`src/rtl/mmhs_pkg.sv`:
```
// ----------------------------------------------------------------------------
// mmhs_pkg
// Types and constants shared by the motor mode handshake sequencer.
// ----------------------------------------------------------------------------
package mmhs_pkg;

   // Item opcodes.
   typedef enum logic [1:0] {
      OP_TICK      = 2'd0,
      OP_RX_FRAME  = 2'd1,
      OP_CALIBRATE = 2'd2,
      OP_LINK_LOST = 2'd3
   } op_type;

   // Calibration machine phases; unused codes fall back to idle.
   typedef enum logic [2:0] {
      CAL_IDLE  = 3'd0,
      CAL_EN1   = 3'd1,
      CAL_WAIT1 = 3'd2,
      CAL_ZERO  = 3'd3,
      CAL_WAIT2 = 3'd4,
      CAL_EN2   = 3'd5
   } cal_phase_type;

   // Mode switch machine phases; unused codes fall back to idle.
   typedef enum logic [2:0] {
      SW_IDLE    = 3'd0,
      SW_SEND    = 3'd1,
      SW_GAP     = 3'd2,
      SW_READ    = 3'd3,
      SW_CONFIRM = 3'd4
   } switch_phase_type;

   // Which frame, if any, an item sends.
   typedef enum logic [2:0] {
      FRAME_NONE,
      FRAME_ENABLE,
      FRAME_ZERO,
      FRAME_MODE_WRITE,
      FRAME_READBACK
   } frame_type;

   // Drive modes as carried by the wanted mode and the active mode.
   localparam logic [1:0] MODE_NONE    = 2'd0;
   localparam logic [1:0] MODE_TORQUE  = 2'd1;
   localparam logic [1:0] MODE_POS_VEL = 2'd2;

   // Configuration register indexes.
   localparam logic [2:0] CSR_WANTED_MODE   = 3'd0;
   localparam logic [2:0] CSR_MOTOR_ID      = 3'd1;
   localparam logic [2:0] CSR_SETTLE_TICKS  = 3'd2;
   localparam logic [2:0] CSR_RESEND_TICKS  = 3'd3;
   localparam logic [2:0] CSR_CONFIRM_TICKS = 3'd4;
   localparam logic [2:0] CSR_WRITE_REPEATS = 3'd5;
   localparam logic [2:0] CSR_ATTEMPT_LIMIT = 3'd6;

   localparam int CSR_INDEX_W = 3;
   localparam int CSR_DATA_W  = 16;

   // Frame constants.
   localparam logic [7:0]  CMD_ENABLE      = 8'hFC;
   localparam logic [7:0]  CMD_ZERO        = 8'hFE;
   localparam logic [10:0] BROADCAST_ID    = 11'h7FF;
   localparam logic [7:0]  REG_MODE        = 8'h0A;
   localparam logic [7:0]  REG_OP_WRITE    = 8'h55;
   localparam logic [7:0]  REG_OP_READ     = 8'h33;
   localparam logic [3:0]  FEEDBACK_NIBBLE = 4'h1;
   localparam logic [55:0] CMD_FILL        = 56'hFF_FFFF_FFFF_FFFF;
   localparam logic [15:0] ELAPSED_MAX     = 16'hFFFF;
   localparam logic [3:0]  ATTEMPTS_MAX    = 4'hF;

   typedef struct packed {
      logic [1:0]  wanted_mode;
      logic [10:0] motor_id;
      logic [15:0] settle_ticks;
      logic [15:0] resend_ticks;
      logic [15:0] confirm_ticks;
      logic [3:0]  write_repeats;
      logic [3:0]  attempt_limit;
   } config_type;

   typedef struct packed {
      cal_phase_type    cal_phase;
      logic             init_done;
      logic             init_waiting;
      switch_phase_type switch_phase;
      logic [1:0]       switch_target;
      logic [3:0]       writes_sent;
      logic [3:0]       attempts_made;
      logic [15:0]      elapsed;
      logic [1:0]       confirmed;
      logic [31:0]      last_read_mode;
   } state_type;

   typedef struct packed {
      logic [1:0]  op;
      logic [63:0] rx_data;
   } req_payload_type;

   typedef struct packed {
      logic        tx_valid;
      logic [10:0] tx_id;
      logic [63:0] tx_data;
      logic        ready_res;
      logic [1:0]  active_mode;
   } rsp_payload_type;

endpackage

```
`src/rtl/motor_mode_handshake_sequencer.sv`:
```
// ----------------------------------------------------------------------------
// motor_mode_handshake_sequencer
// Per-motor CAN bring-up sequencer: calibration, init and mode switch.
// ----------------------------------------------------------------------------
// Flow: an accepted item waits in the input register; when the result side
// is free, the state update and the result register are written together
// (input register, then state update and result register).
// Throughput: one item per cycle while results are taken; the single state
// register update in the step logic is the only loop.
// Reset (synchronous, active high) empties both registers, returns all
// machines to idle and loads the configuration registers with their defaults.
// ----------------------------------------------------------------------------
module motor_mode_handshake_sequencer (
   input  logic                                     clock,
   input  logic                                     reset,
   input  logic                                     req_valid,
   output logic                                     req_ready,
   input  mmhs_pkg::req_payload_type                req_payload,
   output logic                                     rsp_valid,
   input  logic                                     rsp_ready,
   output mmhs_pkg::rsp_payload_type                rsp_payload,
   input  logic                                     csr_we,
   input  logic [mmhs_pkg::CSR_INDEX_W-1:0]         csr_index,
   input  logic [mmhs_pkg::CSR_DATA_W-1:0]          csr_wdata
);

   // Input register: holds one accepted item until it can be processed.
   logic                      in_valid_ff;
   logic                      in_valid_in;
   mmhs_pkg::req_payload_type in_item_ff;

   // Result register: holds the result until the consumer takes it.
   logic                      rsp_valid_ff;
   logic                      rsp_valid_in;
   mmhs_pkg::rsp_payload_type rsp_payload_ff;

   // Machine state and configuration.
   mmhs_pkg::state_type       state_ff;
   mmhs_pkg::state_type       state_in;
   mmhs_pkg::config_type      cfg_ff;
   mmhs_pkg::config_type      cfg_in;

   mmhs_pkg::rsp_payload_type step_result;
   logic                      advance;

   // The held item moves on whenever the result register is empty or is
   // being emptied this cycle. State and result are written together, so
   // the next item always sees the state the previous one left behind.
   assign advance   = in_valid_ff && (!rsp_valid_ff || rsp_ready);
   assign req_ready = !in_valid_ff || advance;

   assign in_valid_in  = (req_valid && req_ready) || (in_valid_ff && !advance);
   assign rsp_valid_in = advance || (rsp_valid_ff && !rsp_ready);

   mmhs_step u_step (
      .cfg       (cfg_ff),
      .state_cur (state_ff),
      .item      (in_item_ff),
      .state_nxt (state_in),
      .result    (step_result)
   );

   // Configuration writes; an index beyond the register list is ignored.
   always_comb begin
      cfg_in = cfg_ff;
      if (csr_we) begin
         unique case (csr_index)
            mmhs_pkg::CSR_WANTED_MODE:   cfg_in.wanted_mode   = csr_wdata[1:0];
            mmhs_pkg::CSR_MOTOR_ID:      cfg_in.motor_id      = csr_wdata[10:0];
            mmhs_pkg::CSR_SETTLE_TICKS:  cfg_in.settle_ticks  = csr_wdata;
            mmhs_pkg::CSR_RESEND_TICKS:  cfg_in.resend_ticks  = csr_wdata;
            mmhs_pkg::CSR_CONFIRM_TICKS: cfg_in.confirm_ticks = csr_wdata;
            mmhs_pkg::CSR_WRITE_REPEATS: cfg_in.write_repeats = csr_wdata[3:0];
            mmhs_pkg::CSR_ATTEMPT_LIMIT: cfg_in.attempt_limit = csr_wdata[3:0];
            default: ;
         endcase
      end
   end

   always_ff @(posedge clock) begin
      if (reset) begin
         in_valid_ff  <= 1'b0;
         rsp_valid_ff <= 1'b0;
         state_ff     <= '{cal_phase: mmhs_pkg::CAL_IDLE,
                           switch_phase: mmhs_pkg::SW_IDLE,
                           default: '0};
         cfg_ff       <= '{wanted_mode: mmhs_pkg::MODE_TORQUE, motor_id: 11'd1,
                           settle_ticks: 16'd100, resend_ticks: 16'd10,
                           confirm_ticks: 16'd200, write_repeats: 4'd3,
                           attempt_limit: 4'd3};
      end else begin
         in_valid_ff  <= in_valid_in;
         rsp_valid_ff <= rsp_valid_in;
         cfg_ff       <= cfg_in;
         if (advance) begin
            state_ff <= state_in;
         end
      end
   end

   // Payload registers carry no reset.
   always_ff @(posedge clock) begin
      if (req_valid && req_ready) begin
         in_item_ff <= req_payload;
      end
      if (advance) begin
         rsp_payload_ff <= step_result;
      end
   end

   assign rsp_valid   = rsp_valid_ff;
   assign rsp_payload = rsp_payload_ff;

   // The ready flag of a pending result matches the state it was built with.
   assert property (@(posedge clock) disable iff (reset)
      rsp_valid_ff |-> rsp_payload_ff.ready_res ==
         (state_ff.init_done && state_ff.switch_phase == mmhs_pkg::SW_IDLE &&
          state_ff.cal_phase == mmhs_pkg::CAL_IDLE))
      else $error("ready_res disagrees with the machine state");

   // A link-lost item sends an enable frame and drops init.
   assert property (@(posedge clock) disable iff (reset)
      advance && mmhs_pkg::op_type'(in_item_ff.op) == mmhs_pkg::OP_LINK_LOST |=>
         !state_ff.init_done && rsp_payload_ff.tx_valid && !rsp_payload_ff.ready_res)
      else $error("link-lost item did not restart init");

   // The confirmed mode only changes on a received frame.
   assert property (@(posedge clock) disable iff (reset)
      !$past(reset) && state_ff.confirmed != $past(state_ff.confirmed) |->
         $past(advance) &&
         $past(mmhs_pkg::op_type'(in_item_ff.op)) == mmhs_pkg::OP_RX_FRAME)
      else $error("confirmed mode changed without a readback reply");

   // The active mode reported always matches the confirmed state.
   assert property (@(posedge clock) disable iff (reset)
      rsp_valid_ff |-> rsp_payload_ff.active_mode == state_ff.confirmed)
      else $error("active_mode disagrees with the confirmed mode");

endmodule

```
`src/rtl/mmhs_step.sv`:
```
// ----------------------------------------------------------------------------
// mmhs_step
// Next-state and result logic for one item of the sequencer.
// ----------------------------------------------------------------------------
module mmhs_step (
   input  mmhs_pkg::config_type      cfg,
   input  mmhs_pkg::state_type       state_cur,
   input  mmhs_pkg::req_payload_type item,
   output mmhs_pkg::state_type       state_nxt,
   output mmhs_pkg::rsp_payload_type result
);

   mmhs_pkg::frame_type frame;
   logic [15:0]         elapsed_inc;
   logic [3:0]          writes_inc;
   logic [3:0]          attempts_inc;
   logic [7:0]          b0;
   logic [7:0]          b2;
   logic [7:0]          b3;
   logic [31:0]         read_val;

   assign elapsed_inc  = (state_cur.elapsed < mmhs_pkg::ELAPSED_MAX) ?
                         state_cur.elapsed + 16'd1 : state_cur.elapsed;
   assign writes_inc   = state_cur.writes_sent + 4'd1;
   assign attempts_inc = (state_cur.attempts_made < mmhs_pkg::ATTEMPTS_MAX) ?
                         state_cur.attempts_made + 4'd1 : state_cur.attempts_made;
   assign b0       = item.rx_data[7:0];
   assign b2       = item.rx_data[23:16];
   assign b3       = item.rx_data[31:24];
   assign read_val = item.rx_data[63:32];

   // Next state and the kind of frame sent.
   always_comb begin
      state_nxt = state_cur;
      frame     = mmhs_pkg::FRAME_NONE;
      unique case (mmhs_pkg::op_type'(item.op))
         mmhs_pkg::OP_TICK: begin
            state_nxt.elapsed = elapsed_inc;
            if (state_cur.cal_phase != mmhs_pkg::CAL_IDLE) begin
               unique case (state_cur.cal_phase)
                  mmhs_pkg::CAL_EN1: begin
                     frame               = mmhs_pkg::FRAME_ENABLE;
                     state_nxt.cal_phase = mmhs_pkg::CAL_WAIT1;
                     state_nxt.elapsed   = '0;
                  end
                  mmhs_pkg::CAL_WAIT1: begin
                     if (elapsed_inc >= cfg.settle_ticks) begin
                        state_nxt.cal_phase = mmhs_pkg::CAL_ZERO;
                     end
                  end
                  mmhs_pkg::CAL_ZERO: begin
                     frame               = mmhs_pkg::FRAME_ZERO;
                     state_nxt.cal_phase = mmhs_pkg::CAL_WAIT2;
                     state_nxt.elapsed   = '0;
                  end
                  mmhs_pkg::CAL_WAIT2: begin
                     if (elapsed_inc >= cfg.settle_ticks) begin
                        state_nxt.cal_phase = mmhs_pkg::CAL_EN2;
                     end
                  end
                  mmhs_pkg::CAL_EN2: begin
                     frame               = mmhs_pkg::FRAME_ENABLE;
                     state_nxt.cal_phase = mmhs_pkg::CAL_IDLE;
                  end
                  default: state_nxt.cal_phase = mmhs_pkg::CAL_IDLE;
               endcase
            end else if (!state_cur.init_done) begin
               if (!state_cur.init_waiting) begin
                  frame                  = mmhs_pkg::FRAME_ENABLE;
                  state_nxt.init_waiting = 1'b1;
                  state_nxt.elapsed      = '0;
               end else if (elapsed_inc >= cfg.settle_ticks) begin
                  state_nxt.init_done    = 1'b1;
                  state_nxt.init_waiting = 1'b0;
               end
            end else begin
               unique case (state_cur.switch_phase)
                  mmhs_pkg::SW_IDLE: begin
                     if ((cfg.wanted_mode == mmhs_pkg::MODE_TORQUE ||
                          cfg.wanted_mode == mmhs_pkg::MODE_POS_VEL) &&
                         state_cur.confirmed != cfg.wanted_mode) begin
                        state_nxt.switch_phase  = mmhs_pkg::SW_SEND;
                        state_nxt.switch_target = cfg.wanted_mode;
                        state_nxt.writes_sent   = '0;
                        state_nxt.attempts_made = '0;
                     end
                  end
                  mmhs_pkg::SW_SEND: begin
                     if (state_cur.writes_sent < cfg.write_repeats) begin
                        frame                  = mmhs_pkg::FRAME_MODE_WRITE;
                        state_nxt.writes_sent  = writes_inc;
                        state_nxt.switch_phase = (writes_inc < cfg.write_repeats) ?
                                                 mmhs_pkg::SW_GAP : mmhs_pkg::SW_READ;
                        state_nxt.elapsed      = '0;
                     end else begin
                        state_nxt.switch_phase = mmhs_pkg::SW_READ;
                     end
                  end
                  mmhs_pkg::SW_GAP: begin
                     if (elapsed_inc >= cfg.resend_ticks) begin
                        state_nxt.switch_phase = mmhs_pkg::SW_SEND;
                     end
                  end
                  mmhs_pkg::SW_READ: begin
                     frame                  = mmhs_pkg::FRAME_READBACK;
                     state_nxt.switch_phase = mmhs_pkg::SW_CONFIRM;
                     state_nxt.elapsed      = '0;
                  end
                  mmhs_pkg::SW_CONFIRM: begin
                     if (elapsed_inc >= cfg.confirm_ticks) begin
                        state_nxt.attempts_made = attempts_inc;
                        if (attempts_inc < cfg.attempt_limit) begin
                           state_nxt.writes_sent  = '0;
                           state_nxt.switch_phase = mmhs_pkg::SW_SEND;
                        end else begin
                           state_nxt.switch_phase = mmhs_pkg::SW_IDLE;
                        end
                     end
                  end
                  default: state_nxt.switch_phase = mmhs_pkg::SW_IDLE;
               endcase
            end
         end
         mmhs_pkg::OP_RX_FRAME: begin
            // Motion feedback is dropped; only mode register replies count.
            if (b0[7:4] != mmhs_pkg::FEEDBACK_NIBBLE &&
                b2 == mmhs_pkg::REG_OP_READ && b3 == mmhs_pkg::REG_MODE) begin
               state_nxt.last_read_mode = read_val;
               if (state_cur.switch_phase == mmhs_pkg::SW_CONFIRM &&
                   read_val == {30'd0, state_cur.switch_target}) begin
                  state_nxt.confirmed    = state_cur.switch_target;
                  state_nxt.switch_phase = mmhs_pkg::SW_IDLE;
               end
            end
         end
         mmhs_pkg::OP_CALIBRATE: begin
            if (state_cur.cal_phase == mmhs_pkg::CAL_IDLE) begin
               state_nxt.cal_phase = mmhs_pkg::CAL_EN1;
            end
         end
         mmhs_pkg::OP_LINK_LOST: begin
            frame                  = mmhs_pkg::FRAME_ENABLE;
            state_nxt.init_done    = 1'b0;
            state_nxt.init_waiting = 1'b0;
            state_nxt.cal_phase    = mmhs_pkg::CAL_IDLE;
         end
      endcase
   end

   // Result fields from the frame kind and the updated state.
   always_comb begin
      result.tx_valid = 1'b1;
      result.tx_id    = cfg.motor_id;
      result.tx_data  = '0;
      unique case (frame)
         mmhs_pkg::FRAME_ENABLE: result.tx_data = {mmhs_pkg::CMD_ENABLE, mmhs_pkg::CMD_FILL};
         mmhs_pkg::FRAME_ZERO:   result.tx_data = {mmhs_pkg::CMD_ZERO, mmhs_pkg::CMD_FILL};
         mmhs_pkg::FRAME_MODE_WRITE: begin
            result.tx_id   = mmhs_pkg::BROADCAST_ID;
            result.tx_data = {24'd0, 6'd0, state_cur.switch_target, mmhs_pkg::REG_MODE,
                              mmhs_pkg::REG_OP_WRITE, 5'd0, cfg.motor_id[10:8],
                              cfg.motor_id[7:0]};
         end
         mmhs_pkg::FRAME_READBACK: begin
            result.tx_id   = mmhs_pkg::BROADCAST_ID;
            result.tx_data = {32'd0, mmhs_pkg::REG_MODE, mmhs_pkg::REG_OP_READ, 5'd0,
                              cfg.motor_id[10:8], cfg.motor_id[7:0]};
         end
         default: begin
            result.tx_valid = 1'b0;
            result.tx_id    = '0;
         end
      endcase
      result.ready_res   = state_nxt.init_done &&
                           state_nxt.switch_phase == mmhs_pkg::SW_IDLE &&
                           state_nxt.cal_phase == mmhs_pkg::CAL_IDLE;
      result.active_mode = state_nxt.confirmed;
   end

endmodule

```
`config.mk`:
```
export PLATFORM = sky130hd
export DESIGN_NAME = motor_mode_handshake_sequencer
export DESIGN_NICKNAME = d
export VERILOG_FILES = /design/src/rtl/mmhs_pkg.sv /design/src/rtl/motor_mode_handshake_sequencer.sv /design/src/rtl/mmhs_step.sv
export SDC_FILE = /design/constraint.sdc
export NUM_CORES = 1
export LEC_CHECK = 0
export BUFFER_PORTS_ARGS = -buffer_cell sky130_fd_sc_hd__buf_2
export CAP_MARGIN = 25
export CELL_PAD_IN_SITES_DETAIL_PLACEMENT = 1
export CELL_PAD_IN_SITES_GLOBAL_PLACEMENT = 1
export CORE_UTILIZATION = 43
export CTS_BUF_LIST = sky130_fd_sc_hd__clkbuf_4 sky130_fd_sc_hd__clkbuf_8 sky130_fd_sc_hd__clkbuf_16
export CTS_CLUSTER_SIZE = 24
export DETAILED_ROUTE_END_ITERATION = 10
export PLACE_DENSITY_LB_ADDON = 0.25
export RECOVER_POWER = 50
export SYNTH_ARGS = -nofsm -noshare
export SYNTH_HDL_FRONTEND = slang
export SYNTH_SLANG_ARGS = --single-unit
export TNS_END_PERCENT = 5
```
`constraint.sdc`:
```
create_clock -name clock -period 3.8 [get_ports clock]
set_input_delay 0.38 -clock clock [delete_from_list [all_inputs] [get_ports clock]]
set_output_delay 0.38 -clock clock [all_outputs]
set_load 0.005 [all_outputs]
```
==> key figures <==
Critical path
  – Sum of buffers and inverters on the critical path: 1
  – Category of the worst setup path launch point: flip-flop
  – Beginning of the critical path: state_ff[34]$_SDFFE_PP0P_
  – Worst endpoint data arrival time: 3930 ps
  – Delay of the slowest cell on the worst path: 590 ps
  – Launching point of the worst reg2reg path: state_ff[34]$_SDFFE_PP0P_
  – Ordered cell list for the critical path: ha_4, nand4_1, or4_4, and2_4, and3_2, xor2_2, buf_4, ha_1, a2111oi_0, o21bai_1, o22ai_1, nor4bb_4
  – Top Family by Delay on Critical Path: simple AND/OR/NAND/NOR gates
  – Worst Path Max Fanout: 5
  – Master of the slowest instance on the critical path: sky130_fd_sc_hd__or4_4
  – Type of destination of the critical path: flip-flop
  – Critical path type: reg -> reg
  – Worst Path Required: 3990 ps

Placement
  – Routability congestion estimate from global placement: between 0.8 and 0.9
  – HPWL Detailed: between 15000 and 20000 um
  – Placed standard-cell area: 10700 um^2
  – Count of input and output buffers: 157

Drt
  – Vias per Instance: between 5 and 6
  – Overall via count from detail_route: just under 8000
  – Average wire per cell in the routed design: 18.8 um
  – Antenna viol nets, final: 0
  – Routed WL: 27100 um
  – Initial DRC count: 410
  – Remaining design rule violation count: 0
  – First-pass iteration count of the detailed router: 4

Synthesis
  – Ys Warns: 0
  – Post-Synthesis Cell Area: 9800 um^2
  – Flip-flop cell with the highest count after synthesis: sky130_fd_sc_hd__dfxtp_1
  – Post-synthesis cell type with the largest combined area: sky130_fd_sc_hd__edfxtp_1
  – Post-synth EDFFs: 86
  – Net count of the mapped netlist: approximately 1200
  – Synthesized netlist cell count: 1029
  – Cell types occupying the most area after synthesis: sky130_fd_sc_hd__edfxtp_1, sky130_fd_sc_hd__dfxtp_1, sky130_fd_sc_hd__ha_1, sky130_fd_sc_hd__nand2_1, sky130_fd_sc_hd__a21oi_1
  – Flip-flop and latch count after synthesis: 193
  – Ys async rst share: 0%
  – Seq/Total Area, Yosys: 48.2%
  – Avg Cell Area, Syn: 9.53 um^2
  – Area share of the largest cell type after synthesis: 26.3%
  – Unique masters post-synth: 65

Pwr
  – Peak supply drop: 0.315 mV
  – Leak: 4.68 nW
  – Power density cells: around 400 nW/um^2
  – Power Total: ~0.0047 W

STA
  – Number of slew-limit violations in the final report: 40
  – Post-route fraction of the period consumed by the critical path: between 90 and 100%
  – Transition at the pin with the smallest max-transition slack: 2290 ps
  – Unrepaired setup endpoints after global routing: yes
  – Min Clock Period, post-route: 3740 ps
  – Worst slew margin: -52.8%
  – Largest clock skew in the final design: 11.3 ps
  – Final Hold Fails: 0
  – Final setup violation count: 0
  – Final setup TNS: 0 ps
  – Timing-limited maximum frequency: 267 MHz

Floorplanning
  – Starting Density: between 40 and 50%
  – Die Span X: 153 um
  – Die height: 153 um
  – Floorplan die area: 23400 um^2
  – Std-Cell Rows: 54
  – Placeable Area: ~22000 um^2
  – Number of placed I/O pins: 171

Global route
  – First-pass GRT wire length: ~42000 um
  – Largest net degree at the start of global routing: 79
  – Total routing usage reported by global routing: 23.2%
  – Number of antenna violations at the first check in global routing: 0
  – Congestion Overflow GR: 0
  – Via count of the first global-routing pass: 7962

Finish
  – Ant diodes: 0
  – Layout cells sized above 1: 21.3%
  – Fill count: approximately 2500
  – Count of nets after finishing: 1308
  – Area overhead of the layout relative to synthesis: 17.3%
  – Finished layout cell area: about 11000 um^2

Clock network
  – Source-to-sink clock delay at the later pin of the worst-skew pair: 450 ps
  – Number of H-tree levels: 4
  – Clock tree from TritonCTS: built
  – Clock-pin transition on the worst setup and hold timing paths: 90 ps
  – Cell at the root of the clock tree: sky130_fd_sc_hd__clkbuf_16
  – TritonCTS Buffers: 17
  – Max clock buf depth: 2
  – CTS sink count: 193

Status
  – Status: complete, but fails checks
  – Failing checks: max-capacitance violations, max-slew violations

Worst hold path
  – Hold Path Class: in -> reg
  – Start point of the worst min-delay path: req_payload[41]

Job
  – Number of maximum-capacitance violations: 1
## timing repair
action,in CTS,in global routing
pin swaps,2,22
buffers inserted,0,4
endpoints found under the setup margin,1,11
gates resized for setup,5,37
hold buffers,0,0
## path summary, 6_finish.rpt
check | to | slack (ps) | cells after the start
min reg2reg | cfg_ff[21]$_SDFFE_PP0P_ | 460 | 2
max | rsp_payload[2]$_DFFE_PP_ | 60 | 12
max reg2reg | rsp_payload[2]$_DFFE_PP_ | 60 | 12
min | in_item_ff[41]$_DFFE_PP_ | 90 | 1
## cells by family after synthesis
group                      synth area share [%]
and+or+nand+nor                            18.1
AOI/OAI and AO/OA                          14.3
DFF                                        48.2
buffers and inverters                      7.99
adders and majority gates                  8.17
xor gates and xnor gates                   1.52
muxes                                      1.70
other                                    0.0383
## metrics by stage
stage          setup WS (ps)  util, %  std cells  hold slack [ps]
6_report                56.2     52.0       1447             94.3
3_3_place_gp             123     48.4       1411              442
2_1_floorplan            332        -       1029              435
4_1_cts                 31.6     51.5       1443             78.5
3_5_place_dp           -66.2     48.4       1411              447
5_1_grt                 -106     52.0       1447             72.7
## report_power, final
part	internal [W]	leakage, nW	switching [W]
registers	0.00225	1.70	0.0000459
clock network	0.000955	0.320	0.00105
logic	0.000135	2.66	0.000220
total	0.00334	4.68	0.00131
## cell type report
class                      instances  area [um^2]  area share, %
sequential                       193         4740           41.2
multi-input combinational        679         4450           38.7
timing repair buffer             196         1040           9.08
clock buffer                      17          425           3.70
tap                              280          350           3.05
inverter                          67          251           2.19
clock inverter                    15          238           2.07
## cells in the mapped netlist (16+ instances only)
library cell / n
sky130_fd_sc_hd__nor2_1: 75
sky130_fd_sc_hd__nand4_1: 16
sky130_fd_sc_hd__nand2_1: 144
sky130_fd_sc_hd__edfxtp_1: 86
sky130_fd_sc_hd__o21a_1: 20
sky130_fd_sc_hd__nand3_1: 18
sky130_fd_sc_hd__buf_4: 47
sky130_fd_sc_hd__clkbuf_1: 31
sky130_fd_sc_hd__ha_1: 64
sky130_fd_sc_hd__o21ai_0: 30
sky130_fd_sc_hd__inv_1: 67
sky130_fd_sc_hd__dfxtp_1: 107
sky130_fd_sc_hd__a21oi_1: 87
## worst register-to-register path, stage by stage, from the launching register on
cell,delay (ps)
sky130_fd_sc_hd__dfxtp_2,370
sky130_fd_sc_hd__ha_4,140
sky130_fd_sc_hd__nand4_1,100
sky130_fd_sc_hd__or4_4,590
sky130_fd_sc_hd__and2_4,180
sky130_fd_sc_hd__and3_2,240
sky130_fd_sc_hd__xor2_2,200
sky130_fd_sc_hd__buf_4,150
sky130_fd_sc_hd__ha_1,290
sky130_fd_sc_hd__a2111oi_0,520
sky130_fd_sc_hd__o21bai_1,280
sky130_fd_sc_hd__o22ai_1,360
sky130_fd_sc_hd__nor4bb_4,90
## placed cells by master (no fill, tap or decap), drive strengths merged, types with 18 or more instances in the layout
master  count
buf       168
nand2     145
dfxtp     107
a21oi      87
edfxtp     86
inv        79
nor2       75
ha         64
clkbuf     45
o21ai      33
o21a       20
nand3      18
## layer usage
layer  vias to the layer above  global-route usage, %  share of wire (%)
li1                       3838                      -                  -
met1                      3833                   28.4                 42
met2                       175                   41.6                 51
met3                        33                   3.91                4.2
met4                         0                   7.31                2.2
met5                         -                      0                  0
## flip-flops by register name, summed over array words and instances (netlist names)
signal / flops
rsp_valid: 1
rsp_payload: 32
in_valid_ff: 1
cfg_ff: 69
in_item_ff: 54
state_ff: 36
Note: power is estimated with default switching activity, not from simulation.
